**src/rtl/core/assert_macros.svh**
```systemverilog
// Assertion macros for the voxel map core
`ifndef ASSERT_MACROS_SVH
`define ASSERT_MACROS_SVH
`ifndef SYNTHESIS
`define VRM_ASSERT(label, clk, rst_n, prop) \
    label: assert property (@(posedge clk) disable iff (!rst_n) (prop)) \
        else $error("assertion failed");
`define VRM_NEVER(label, clk, rst_n, expr) \
    `VRM_ASSERT(label, clk, rst_n, !(expr))
`else
`define VRM_ASSERT(label, clk, rst_n, prop)
`define VRM_NEVER(label, clk, rst_n, expr)
`endif
`endif

```
**src/rtl/core/vrm_pkg.sv**
```systemverilog
// Shared types and constants for the voxel reservoir map
package vrm_pkg;

    localparam int TABLE_DEPTH_DEF     = 1024;
    localparam int SLOTS_PER_VOXEL_DEF = 32;

    localparam logic [1:0] CFG_VOX_EDGE   = 2'd0;
    localparam logic [1:0] CFG_SLOT_LIMIT = 2'd1;
    localparam logic [1:0] CFG_KEEP_RANGE = 2'd2;

    localparam logic [2:0] ST_APPEND  = 3'd0;
    localparam logic [2:0] ST_REPLACE = 3'd1;
    localparam logic [2:0] ST_DISCARD = 3'd2;
    localparam logic [2:0] ST_SKIP    = 3'd3;
    localparam logic [2:0] ST_CLASH   = 3'd4;
    localparam logic [2:0] ST_PRUNED  = 3'd5;

    typedef enum logic [1:0] {
        K_INSERT,
        K_SKIP,
        K_PRUNE
    } kind_t;

    typedef struct packed {
        kind_t       kind;
        logic [31:0] cx;
        logic [31:0] cy;
        logic [31:0] cz;
        logic [31:0] rnd;
    } item_t;

    typedef struct packed {
        logic [2:0]  status;
        logic [9:0]  vslot;
        logic [4:0]  pslot;
        logic [31:0] seen;
        logic [10:0] pruned;
    } result_t;

    typedef struct packed {
        logic [15:0] vox_edge;
        logic [5:0]  slot_limit;
        logic [19:0] keep_range;
    } cfg_t;

endpackage

```
**src/rtl/core/vrm_front.sv**
```systemverilog
// Input queue that classifies each request before the engine takes it
module vrm_front
    import vrm_pkg::*;
(
    input  logic        clk,
    input  logic        rst_n,
    input  logic        push,
    output logic        full,
    input  logic        hold,
    input  logic        mode,
    input  logic [31:0] coord_x,
    input  logic [31:0] coord_y,
    input  logic [31:0] coord_z,
    input  logic        point_finite,
    input  logic [31:0] random_word,
    input  logic        pop,
    output logic        empty,
    output item_t       head
);

    item_t      q_mem [2];
    logic       wp_reg, rp_reg;
    logic [1:0] cnt_reg;
    logic       do_push, do_pop;
    item_t      in_item;

    assign full    = (cnt_reg == 2'd2) || hold;
    assign empty   = (cnt_reg == 2'd0);
    assign do_push = push && !full;
    assign do_pop  = pop && !empty;
    assign head    = q_mem[rp_reg];

    always_comb
    begin
        in_item.kind = mode ? K_PRUNE : (point_finite ? K_INSERT : K_SKIP);
        in_item.cx   = coord_x;
        in_item.cy   = coord_y;
        in_item.cz   = coord_z;
        in_item.rnd  = random_word;
    end

    always_ff @(posedge clk or negedge rst_n)
    begin
        if (!rst_n)
        begin
            wp_reg  <= 1'b0;
            rp_reg  <= 1'b0;
            cnt_reg <= 2'd0;
        end
        else
        begin
            if (do_push)
                wp_reg <= ~wp_reg;
            if (do_pop)
                rp_reg <= ~rp_reg;
            cnt_reg <= cnt_reg + 2'(do_push) - 2'(do_pop);
        end
    end

    always_ff @(posedge clk)
    begin
        if (do_push)
            q_mem[wp_reg] <= in_item;
    end

endmodule

```
**config.mk**
```make
export PLATFORM = sky130hd
export DESIGN_NAME = vrm_front
export DESIGN_NICKNAME = d
export VERILOG_FILES = /design/src/rtl/core/assert_macros.svh /design/src/rtl/core/vrm_pkg.sv /design/src/rtl/core/vrm_front.sv
export SDC_FILE = /design/constraint.sdc
export NUM_CORES = 1
export LEC_CHECK = 0
export ABC_AREA = 1
export BUFFER_PORTS_ARGS = -buffer_cell sky130_fd_sc_hd__buf_2
export CORE_UTILIZATION = 40
export DETAILED_ROUTE_END_ITERATION = 6
export MAX_ROUTING_LAYER = met4
export PLACE_DENSITY = 0.68
export REMOVE_ABC_BUFFERS = 1
export SETUP_SLACK_MARGIN = 0.5
export SLEW_MARGIN = 30
export SYNTH_ARGS = -nofsm -noshare
export SYNTH_HDL_FRONTEND = slang
export SYNTH_SLANG_ARGS = --single-unit
```
**constraint.sdc**
```tcl
create_clock -name clk -period 8.09 [get_ports clk]
set_input_delay 0.4045 -clock clk [delete_from_list [all_inputs] [get_ports clk]]
set_output_delay 0.4045 -clock clk [all_outputs]
set_load 0.01 [all_outputs]
```
# After elaboration in Yosys (flattened, before gate mapping)
# Memory sizes are Yosys's and may differ from the RTL's.
# Index checks and enable logic that the tools add are counted.
# classes
add_sub_neg	2
eq_ne	1
muxes	4
bitwise_logic	2
reduce_logical	6
# ops
op	count
2-to-1 mux 1 bit	3
adder 2 x 1 -> 2 bit	1
equality test 2 bit (second input constant)	1
logical AND 1 bit	2
logical NOT 1 bit	2
logical NOT 2 bit	1
2-to-1 mux 2 bit	1
NOT 1 bit	2
subtractor 2 x 1 -> 2 bit	1
logical OR 1 bit	1
# totals
ff_bits	4
ramBits	260
in_bits	135
memories	1
# memory_table
name	words	width	rd	rd_ports_with_merged_regs	write_ports	line_no	source
q_mem	2	130	1	0	1	vrm_front.sv:21	item_t q_mem [2];

# Longest topological paths before layout
# logic_depth
depth_word	6
mapped_depth	10
depth_no_buf	10

# Least setup slack after synthesis
# No wires, ideal clock.
# synth_timing
path_kind	input -> register
startpoint	input hold
endpoint	memory q_mem[1][0] (netlist name) (enable)
setup_time_ns	0.621
arrival_time_ns	6.005
required_time_ns	7.469
setup_slack_ns	1.464
path_stages	3
path_buffers	0
cell_sequence	inv_1 > nand3_1 > nor2_1
# synth_via
elab_chain_cells	5
# synth_lines
item	line_no	source
from (decl)	vrm_front.sv:9	input logic hold,
logical OR 1 bit	vrm_front.sv:27	assign full = (cnt_reg == 2'd2) || hold;
logical NOT 1 bit	vrm_front.sv:29	assign do_push = push && !full;
logical AND 1 bit	vrm_front.sv:29	
2-to-1 mux 1 bit	vrm_front.sv:62	if (do_push)
2-to-1 mux 1 bit (not written as such)	vrm_front.sv:63	q_mem[wp_reg] <= in_item;
to (decl)	vrm_front.sv:21	
# Every way passes these cells.

==> results.json <==
{
  "arrival_ns": 3.13,
  "htreeDepth": 1,
  "syn_area_per_cell_um2": 13.61,
  "whs_path_depth": 1,
  "period_minus_slack_ns": 3.535,
  "startpoint_type": "flip-flop",
  "drc": 0,
  "dieArea_um2": 24950,
  "io_pins": 267,
  "rsz0062_at_grt": "no",
  "start_util_pct": 41.09,
  "final_layout_size_suffix_gt1_share_pct": 31.15,
  "grt_overflow_total": 0,
  "syn_inst": 715,
  "setup_violations": 0,
  "avgRoutedWirePerCell_um": 14.98,
  "critPathRequiredTime_ns": 7.69,
  "layout.cells.non_filler": 1331,
  "fin_ws_ns": 4.555,
  "ys_ff_latch": 264,
  "crit_fanout": 82,
  "dp_cells": 1276,
  "min_path_type": "input port to flip-flop",
  "holdWs_ns": 0.06424,
  "nNetsFinal": 1125,
  "post-place-ws_ns": 5.069,
  "crit_type": "flip-flop to output pin",
  "grt_max_degree": 83,
  "synth_enable_flop_cells": 260,
  "synth_xor_area_share_pct": 0,
  "synthArstFlopShare_pct": 1.515,
  "port_buffers": 266,
  "synth-adder-area-share_pct": 0.2572,
  "area.sequential_um2": 7911,
  "die_h_um": 158.0,
  "finalClockSkew_ns": 0.01028,
  "crit_top_cell": "nand2_1",
  "coreArea_um2": 23680,
  "rows": 56,
  "yosysMostFrequentCell": "nand2_1",
  "first_pass_iters": 4,
  "clock_latency_ns": 0.53,
  "crit_path_cell_trace": "inv_4 > buf_4 > nand2_1 > nand2_1 > buf_2",
  "p_leak_nw": 5.227,
  "synth_top_area_share_pct": 80.24,
  "cp-end-kind": "output pin",
  "synth.largest_area_cell": "edfxtp_1",
  "gp_congestion": 0.7484,
  "maxCapViolCount": 0,
  "status": "completed",
  "synth.area.top_cells": "edfxtp_1, nand2_1, buf_6",
  "postSynth.topFlopCell": "edfxtp_1",
  "grt_usage_pct": 15.56,
  "fmax_ghz": 0.2829,
  "antenna_found_initial": 3,
  "hold_viol": 0,
  "crit_slowest_cell": "dfrtp_4",
  "tritoncts": "built",
  "tightest_slew_ns": 0.9021,
  "cts-root-buf": "clkbuf_16",
  "power.density_nw_per_um2": 334.9,
  "synth_seq_area_share_pct": 81.27,
  "synth.distinct_cells": 12,
  "period_share_pct": 43.69,
  "nFillCells": 2044,
  "wirelength_um": 19940,
  "postCtsHoldBufs": 1,
  "max-vdd-ir-drop_v": 0.0002111,
  "cts_setup_buffers": 0,
  "viasPerCell": 4.513,
  "grt_pass1_wl_um": 28810,
  "synth_top_family_by_area": "simple AND/OR/NAND/NOR gates",
  "synth-simple-area-share_pct": 15.84,
  "cts.sinks": 264,
  "clockBufferDepth": 3,
  "drtIter0Drc": 379,
  "areaGrowthSynthToFinish_pct": 25.50,
  "hpwl_um": 12480,
  "final.setup.tns_ns": 0,
  "vias": 6007,
  "ant_nets": 0,
  "synthMuxAreaShare_pct": 0,
  "clk_pin_slew_ns": 0.06,
  "synthesis.yosys.warnings": 0,
  "cts_buffers": 27,
  "r2r_cells": 4,
  "synth_compound_area_share_pct": 0,
  "largest_reg_flops": 260,
  "report.final.slew_viol_count": 0,
  "grt_pass1_vias": 5502,
  "die_w_um": 158.0,
  "synth_common_cells": "nand2_1, edfxtp_1, buf_2",
  "syn-cell-area_um2": 9731,
  "relSlewSlack_pct": 39.86,
  "cts_resized": 0,
  "crit_path_max_incr_delay_ns": 0.75,
  "multi_input_area_um2": 1574
}
## cell families after synthesis
logic type,after synthesis
flip-flops,264
adder cells (fa/ha/maj),2
AND/OR/NAND/NOR,409
buffers and inverters,40
## cell usage in the layout, fill, tap and decap left out, types with 2 or more instances in the layout
cell,instances
buf_2,266
buf_4,4
bufinv_16,3
clkbuf_1,4
clkbuf_16,27
clkinv_1,7
clkinv_2,5
dfrtp_1,3
diode_2,4
edfxtp_1,260
ha_1,2
inv_1,9
inv_6,3
nand2_1,403
nand3_1,3
## critical path, delay by kind of cell, from the launching register on
kind                   cells  cell delay [ns]
buffers and inverters      3             1.42
DFF                        1             0.75
and+or+nand+nor            2             0.24
## stage by stage
stage	util (%)	area (um^2)	power [W]
after global placement	47.72	11300	0.002927
after CTS	51.39	12170	0.004141
after detailed placement	47.72	11300	0.002940
after global routing	51.55	12210	0.004320
final	51.56	12210	0.004090
after floorplan	-	9518	0.002459
## cell type report
cell class	instances	area share, %
antenna	4	0.08197
clock buffer	31	5.656
clock inverter	18	1.373
inverter	11	0.3996
multi-input combinational	411	12.89
sequential	264	64.78
tap	319	3.268
timing repair buffer	273	11.55
## where the power goes
part	switching, W	leakage, nW	internal (W)	total [W]
Sequential	0.0000946	2.42	0.00170	0.00179
Combinational	0.000730	2.38	0.000373	0.00110
Clock	0.000486	0.424	0.000706	0.00119
Total	0.00131	5.23	0.00278	0.00409
## metal layers
layer	up-vias	GRT usage (%)	wire length, um
li1	2962	-	-
met1	2835	18.98	8110
met2	179	25.95	10120
met3	31	3.011	1289
met4	0	5.357	424
met5	-	-	0
## worst paths after layout
check | slack (ns) | from | end
max | 4.56 | rp_reg | head[20]
min | 0.06 | random_word[19] | q_mem[0][19]
max reg2reg | 5.60 | rp_reg | rp_reg
min reg2reg | 0.47 | wp_reg | wp_reg
max in group asynchronous | 7.74 | rst_n | rp_reg
min in group asynchronous | 0.21 | rst_n | cnt_reg[0]
Power figures use the tool's default switching activity.
