**src/rtl/core/assert_macros.svh**
```systemverilog
// Assertion macros for the voxel map core
`ifndef ASSERT_MACROS_SVH
`define ASSERT_MACROS_SVH
`ifndef SYNTHESIS
`define VRM_ASSERT(label, clk, rst_n, prop) \
    label: assert property (@(posedge clk) disable iff (!rst_n) (prop)) \
        else $error("assertion failed");
`define VRM_NEVER(label, clk, rst_n, expr) \
    `VRM_ASSERT(label, clk, rst_n, !(expr))
`else
`define VRM_ASSERT(label, clk, rst_n, prop)
`define VRM_NEVER(label, clk, rst_n, expr)
`endif
`endif

```
**src/rtl/core/vrm_pkg.sv**
```systemverilog
// Shared types and constants for the voxel reservoir map
package vrm_pkg;

    localparam int TABLE_DEPTH_DEF     = 1024;
    localparam int SLOTS_PER_VOXEL_DEF = 32;

    localparam logic [1:0] CFG_VOX_EDGE   = 2'd0;
    localparam logic [1:0] CFG_SLOT_LIMIT = 2'd1;
    localparam logic [1:0] CFG_KEEP_RANGE = 2'd2;

    localparam logic [2:0] ST_APPEND  = 3'd0;
    localparam logic [2:0] ST_REPLACE = 3'd1;
    localparam logic [2:0] ST_DISCARD = 3'd2;
    localparam logic [2:0] ST_SKIP    = 3'd3;
    localparam logic [2:0] ST_CLASH   = 3'd4;
    localparam logic [2:0] ST_PRUNED  = 3'd5;

    typedef enum logic [1:0] {
        K_INSERT,
        K_SKIP,
        K_PRUNE
    } kind_t;

    typedef struct packed {
        kind_t       kind;
        logic [31:0] cx;
        logic [31:0] cy;
        logic [31:0] cz;
        logic [31:0] rnd;
    } item_t;

    typedef struct packed {
        logic [2:0]  status;
        logic [9:0]  vslot;
        logic [4:0]  pslot;
        logic [31:0] seen;
        logic [10:0] pruned;
    } result_t;

    typedef struct packed {
        logic [15:0] vox_edge;
        logic [5:0]  slot_limit;
        logic [19:0] keep_range;
    } cfg_t;

endpackage

```
**src/rtl/core/vrm_outq.sv**
```systemverilog
// Two-entry result queue towards the consumer
module vrm_outq
    import vrm_pkg::*;
(
    input  logic    clk,
    input  logic    rst_n,
    input  logic    push,
    input  result_t din,
    output logic    full,
    input  logic    pop,
    output logic    empty,
    output result_t dout
);

    result_t    q_mem [2];
    logic       wp_reg, rp_reg;
    logic [1:0] cnt_reg;
    logic       do_push, do_pop;

    assign full    = (cnt_reg == 2'd2);
    assign empty   = (cnt_reg == 2'd0);
    assign do_push = push && !full;
    assign do_pop  = pop && !empty;
    assign dout    = q_mem[rp_reg];

    always_ff @(posedge clk or negedge rst_n)
    begin
        if (!rst_n)
        begin
            wp_reg  <= 1'b0;
            rp_reg  <= 1'b0;
            cnt_reg <= 2'd0;
        end
        else
        begin
            if (do_push)
                wp_reg <= ~wp_reg;
            if (do_pop)
                rp_reg <= ~rp_reg;
            cnt_reg <= cnt_reg + 2'(do_push) - 2'(do_pop);
        end
    end

    always_ff @(posedge clk)
    begin
        if (do_push)
            q_mem[wp_reg] <= din;
    end

endmodule

```
**config.mk**
```make
export PLATFORM = sky130hd
export DESIGN_NAME = vrm_outq
export DESIGN_NICKNAME = d
export VERILOG_FILES = /design/src/rtl/core/assert_macros.svh /design/src/rtl/core/vrm_pkg.sv /design/src/rtl/core/vrm_outq.sv
export SDC_FILE = /design/constraint.sdc
export NUM_CORES = 1
export LEC_CHECK = 0
export BUFFER_PORTS_ARGS = -buffer_cell sky130_fd_sc_hd__buf_4
export CAP_MARGIN = 30
export CORE_MARGIN = 4
export CORE_UTILIZATION = 50
export CTS_BUF_LIST = sky130_fd_sc_hd__clkbuf_4 sky130_fd_sc_hd__clkbuf_8
export CTS_CLUSTER_SIZE = 10
export DETAILED_ROUTE_END_ITERATION = 10
export PLACE_DENSITY_LB_ADDON = 0.12
export SLEW_MARGIN = 20
export SYNTH_ARGS = -nofsm -noshare
export SYNTH_HDL_FRONTEND = slang
export SYNTH_SLANG_ARGS = --single-unit
```
**constraint.sdc**
```tcl
create_clock -name clk -period 8.6 [get_ports clk]
set_input_delay 1.29 -clock clk [delete_from_list [all_inputs] [get_ports clk]]
set_output_delay 1.29 -clock clk [all_outputs]
set_load 0.02 [all_outputs]
```
## Word level (Yosys, flattened, before mapping)

Memories as Yosys holds them, arrays and structs flattened.
Cells that the tools add are included.

- Add/subtract/negate cells: 2
- Equal/unequal tests: 1
- Mux-type cells: 2
- Bitwise operators: 2
- Reduce and logical (&&, ||, !) cells: 5

Operators by type and width:

| cell | number |
|---|---|
| $add 2x1->2 | 1 |
| $eq 2x2->1 const B | 1 |
| $logic_and 1x1->1 | 2 |
| $logic_not 1->1 | 2 |
| $logic_not 2->1 | 1 |
| $mux 1 | 2 |
| $not 1->1 | 2 |
| $sub 2x1->2 | 1 |

- Bits in registers: 4
- Bits in writable memories: 122
- Input port bits: 65
- Output and inout bits: 63
- Word-level logic and storage cells: 16
- Memories kept: 1

Memories:

| memory | depth | bits a word | rd ports | clocked after Yosys merged registers in | write ports | line | source |
|---|---|---|---|---|---|---|---|
| q_mem | 2 | 61 | 1 | 0 | 1 | vrm_outq.sv:15 | `result_t q_mem [2];` |

## Longest topological paths before layout

- Word-level depth: 5
- Depth in mapped cells: 7
- Gate-level depth less buffers: 7

## Worst setup path before layout

Ideal clock, no wire load.

- Path type: input to register
- Start point: in push
- End point: mem q_mem[0][0] (netlist bit), enable pin
- Library setup time: 0.480 ns
- Arrival time: 3.936 ns
- Data required time: 8.120 ns
- Slack: 4.184 ns
- Cell stages on the path: 2
- Buffers on the path: 0
- Cells stage by stage: nand2_1 > nor2_1

- Longest elaborated chain between the ends: 3

RTL lines:

| element | line | source |
|---|---|---|
| start, declared | vrm_outq.sv:7 | `input logic push,` |
| $logic_and 1x1->1 | vrm_outq.sv:22 | `assign do_push = push && !full;` |
| $mux 1 | vrm_outq.sv:46 | `if (do_push)` |
| $mux 1 (not written as such) | vrm_outq.sv:47 | `q_mem[wp_reg] <= din;` |
| end, declared | vrm_outq.sv:15 |  |

Every way passes these cells.

==> impl_metrics.prom <==
# TYPE chip_impl_metric gauge
chip_impl_metric{name="number_of_buffers_added_for_setup_after_cts",unit=""} 0
chip_impl_metric{name="final.period_utilization",unit=""} 0.399
chip_impl_metric{name="detail_route.wl_per_cell",unit="microns"} 17.3
chip_impl_metric{name="areaGrowthSynthToFinish",unit="%"} 28.5
chip_impl_metric{name="worstPathMaxFanout",unit=""} 36
chip_impl_metric{name="seq_area_frac_synth",unit=""} 0.768
chip_impl_metric{name="reg2reg_depth",unit=""} 4
chip_impl_metric{name="vdd_drop_max",unit="uV"} 224
chip_impl_metric{name="globalRoute.totalOverflow",unit=""} 0
chip_impl_metric{name="detailedRoute.firstPassIterationCount",unit=""} 4
chip_impl_metric{name="max_reg_flops",unit=""} 122
chip_impl_info{name="root_buffer",value="sky130_fd_sc_hd__clkbuf_8"} 1
chip_impl_metric{name="cts_htree_levels",unit=""} 4
chip_impl_metric{name="register_area",unit="sq um"} 3770
chip_impl_metric{name="cts_buffers",unit=""} 17
chip_impl_metric{name="initial_util",unit=""} 0.523
chip_impl_metric{name="cp_data_required_time",unit="ns"} 7.31
chip_impl_metric{name="timing.final.setup_violations",unit=""} 0
chip_impl_metric{name="timing.slew.headroom",unit=""} 0.486
chip_impl_info{name="outcome",value="finished, final reports clean"} 1
chip_impl_metric{name="maxClockFrequency",unit="MHz"} 291
chip_impl_metric{name="final_critical_path_setup_slack",unit="ns"} 5.17
chip_impl_info{name="worst_setup_path_startpoint",value="rp_reg$_DFFE_PN0P_"} 1
chip_impl_metric{name="drtAntennaViolNets",unit=""} 0
chip_impl_metric{name="final_hold_viol_count",unit=""} 0
chip_impl_metric{name="synth_cell_types",unit=""} 15
chip_impl_info{name="hold_class",value="reg2reg"} 1
chip_impl_info{name="reg2reg_to",value="q_mem[0][43]$_DFFE_PP_"} 1
chip_impl_metric{name="gp_routability_congestion",unit=""} 0.734
chip_impl_info{name="timing.critical_path.from_type",value="flop"} 1
chip_impl_metric{name="sum_neg_setup_slack",unit="ns"} 0
chip_impl_info{name="whs_endpoint",value="cnt_reg[1]$_DFF_PN0_"} 1
chip_impl_info{name="critical_path.endpoint_type",value="output pin"} 1
chip_impl_metric{name="nets",unit=""} 417
chip_impl_metric{name="wl_met2",unit="microns"} 4450
chip_impl_metric{name="antenna_cells_inserted",unit=""} 0
chip_impl_metric{name="pre_cts_ws",unit="ns"} 5.56
chip_impl_metric{name="globalRouteTotalUtil",unit=""} 0.155
chip_impl_metric{name="core_util_final",unit=""} 0.672
chip_impl_metric{name="via_count",unit=""} 2356
chip_impl_metric{name="ctsHoldBuffers",unit=""} 0
chip_impl_metric{name="synthCells",unit=""} 208
chip_impl_metric{name="holdPathStages",unit=""} 1
chip_impl_metric{name="grt_antenna_before_repair",unit=""} 0
chip_impl_metric{name="period_needed",unit="ns"} 3.43
chip_impl_metric{name="synth_seq_cells",unit=""} 126
chip_impl_metric{name="synth.yosys.warnings",unit=""} 0
chip_impl_metric{name="numPortBuffers",unit=""} 127
chip_impl_metric{name="final.setup_skew",unit="ns"} 0.00994
chip_impl_metric{name="netlist_area",unit="sq um"} 4900
chip_impl_metric{name="cts.sinks",unit=""} 126
chip_impl_info{name="top_layer_used",value="met4"} 1
chip_impl_info{name="launching_point_of_the_worst_reg2reg_path",value="cnt_reg[1]$_DFF_PN0_"} 1
chip_impl_metric{name="die_x",unit="microns"} 107
chip_impl_metric{name="timing.final.max_slew_violations",unit=""} 0
chip_impl_metric{name="drive_above_1_share",unit=""} 0.606
chip_impl_metric{name="place_hpwl",unit="microns"} 5550
chip_impl_metric{name="postRouteWirelength",unit="microns"} 8450
chip_impl_metric{name="detail_route.iter0.violations",unit=""} 104
chip_impl_metric{name="m1WireLength",unit="microns"} 3280
chip_impl_info{name="setup_repair_after_global_routing_missed_its_margin",value="no"} 1
chip_impl_metric{name="multi_input_comb_area",unit="sq um"} 1010
chip_impl_metric{name="syn-num-nets",unit=""} 275
chip_impl_metric{name="insertion_delay",unit="ns"} 0.41
chip_impl_metric{name="drcViolationCount",unit=""} 0
chip_impl_metric{name="worst_slew_pin_slew",unit="ns"} 0.771
chip_impl_metric{name="powerDensity",unit="nW/um^2"} 354
chip_impl_info{name="hold_start",value="cnt_reg[1]$_DFF_PN0_"} 1
chip_impl_metric{name="total_leakage_power",unit="nW"} 2.54
chip_impl_metric{name="p_total",unit="mW"} 2.23
chip_impl_metric{name="cap_viol_max_count",unit=""} 0
chip_impl_metric{name="met3_wirelength",unit="microns"} 610
chip_impl_metric{name="grt_first_pass_wirelength",unit="microns"} 13000
chip_impl_metric{name="row_count",unit=""} 35
chip_impl_metric{name="post_cts_resized",unit=""} 0
chip_impl_metric{name="placeableCoreArea",unit="sq um"} 9370
chip_impl_metric{name="timing.reg2reg.setup_slack",unit="ns"} 6.54
chip_impl_metric{name="synth.avg_cell_area",unit="sq um"} 23.6
chip_impl_metric{name="fp.dieH",unit="microns"} 107
chip_impl_info{name="critPathKind",value="reg2out"} 1
chip_impl_metric{name="grt_start_max_net_pins",unit=""} 58
chip_impl_info{name="clock_tree_from_tritoncts",value="done"} 1
chip_impl_metric{name="critPathArrivalTime",unit="ns"} 2.14
chip_impl_metric{name="first_global_vias",unit=""} 2583
chip_impl_metric{name="num_io_pins",unit=""} 128
chip_impl_metric{name="die-area",unit="sq um"} 11500
chip_impl_metric{name="ctsLongestPathBuffers",unit=""} 2
chip_impl_metric{name="vias_per_cell",unit=""} 4.82
chip_impl_metric{name="filler_cell_count",unit=""} 644
chip_impl_metric{name="cts.reportedPaths.clkPinSlew",unit="ns"} 0.06
## per-layer routing
metal,vias to the layer above,track usage
li1,1099,-
met1,1166,0.168
met2,82,0.270
met3,9,0.0674
met4,0,0.0521
met5,-,0
## synth_stat cells
cell / count / share of area
sky130_fd_sc_hd__and3_1: 1 / 0.0013
sky130_fd_sc_hd__buf_12: 6 / 0.025
sky130_fd_sc_hd__buf_6: 1 / 0.0023
sky130_fd_sc_hd__dfrtp_1: 4 / 0.020
sky130_fd_sc_hd__edfxtp_1: 122 / 0.75
sky130_fd_sc_hd__ha_1: 2 / 0.0051
sky130_fd_sc_hd__inv_1: 2 / 0.0015
sky130_fd_sc_hd__mux2_2: 2 / 0.0046
sky130_fd_sc_hd__mux2_4: 59 / 0.18
sky130_fd_sc_hd__nand2_1: 1 / 0.00077
sky130_fd_sc_hd__nand2b_1: 1 / 0.0013
sky130_fd_sc_hd__nor2_1: 2 / 0.0015
sky130_fd_sc_hd__nor2b_1: 1 / 0.0013
sky130_fd_sc_hd__xnor2_1: 3 / 0.0054
sky130_fd_sc_hd__xor2_1: 1 / 0.0018
## worst max-delay path: stages, from the launching register on
cell                      delay, ns
sky130_fd_sc_hd__dfrtp_4       0.89
sky130_fd_sc_hd__buf_12        0.31
sky130_fd_sc_hd__mux2_2        0.37
sky130_fd_sc_hd__buf_4         0.16
## worst max path at each step
stage | to | slack [ns] | depth (start not counted)
after floorplan | q_mem[0][0]$_DFFE_PP_ | 4.18 | 2
after global placement | dout[60] | 5.50 | 2
after detailed placement | dout[0] | 5.56 | 3
after CTS | dout[0] | 5.11 | 3
after global routing | dout[60] | 5.05 | 3
final | dout[0] | 5.17 | 3
## report_power, final
| part | leakage, nW | switching (mW) | internal (mW) |
|---|---|---|---|
| combinational | 1.18 | 0.396 | 0.421 |
| sequential | 1.18 | 0.0845 | 0.843 |
| clock | 0.185 | 0.204 | 0.279 |
## cell type report
type | count | area share
clock buffers | 18 | 0.0383
clock inverters | 11 | 0.0201
inverters | 2 | 0.00119
multi-input cells | 73 | 0.160
flip-flops and latches | 126 | 0.598
well taps | 129 | 0.0256
repair buffers | 130 | 0.157
## stage by stage
stage	area, sq um	hold WS, ns	instances
final	6300	0.520	489
after global routing	6300	0.532	489
after CTS	6300	0.522	489
after detailed placement	5930	0.509	460
after global placement	5910	0.497	459
after floorplan	4900	0.461	208
## cell usage in the layout (no fill, tap or decap), types with 2 or more instances in the layout
master,instances
sky130_fd_sc_hd__bufinv_16,3
sky130_fd_sc_hd__ha_1,2
sky130_fd_sc_hd__clkbuf_8,17
sky130_fd_sc_hd__clkinv_2,2
sky130_fd_sc_hd__clkinv_1,5
sky130_fd_sc_hd__edfxtp_1,122
sky130_fd_sc_hd__mux2_4,59
sky130_fd_sc_hd__buf_4,129
sky130_fd_sc_hd__xnor2_1,3
sky130_fd_sc_hd__dfrtp_1,3
sky130_fd_sc_hd__inv_1,2
sky130_fd_sc_hd__mux2_2,2
## cell families after synthesis
| family | Yosys count | share of synthesized area |
|---|---|---|
| mux | 61 | 0.185 |
| simple gates | 6 | 0.00613 |
| fa+ha+maj | 2 | 0.00511 |
| xor+xnor | 4 | 0.00715 |
| buf+inv | 9 | 0.0283 |
| flops | 126 | 0.768 |
Note: power is estimated with default switching activity, not from simulation.
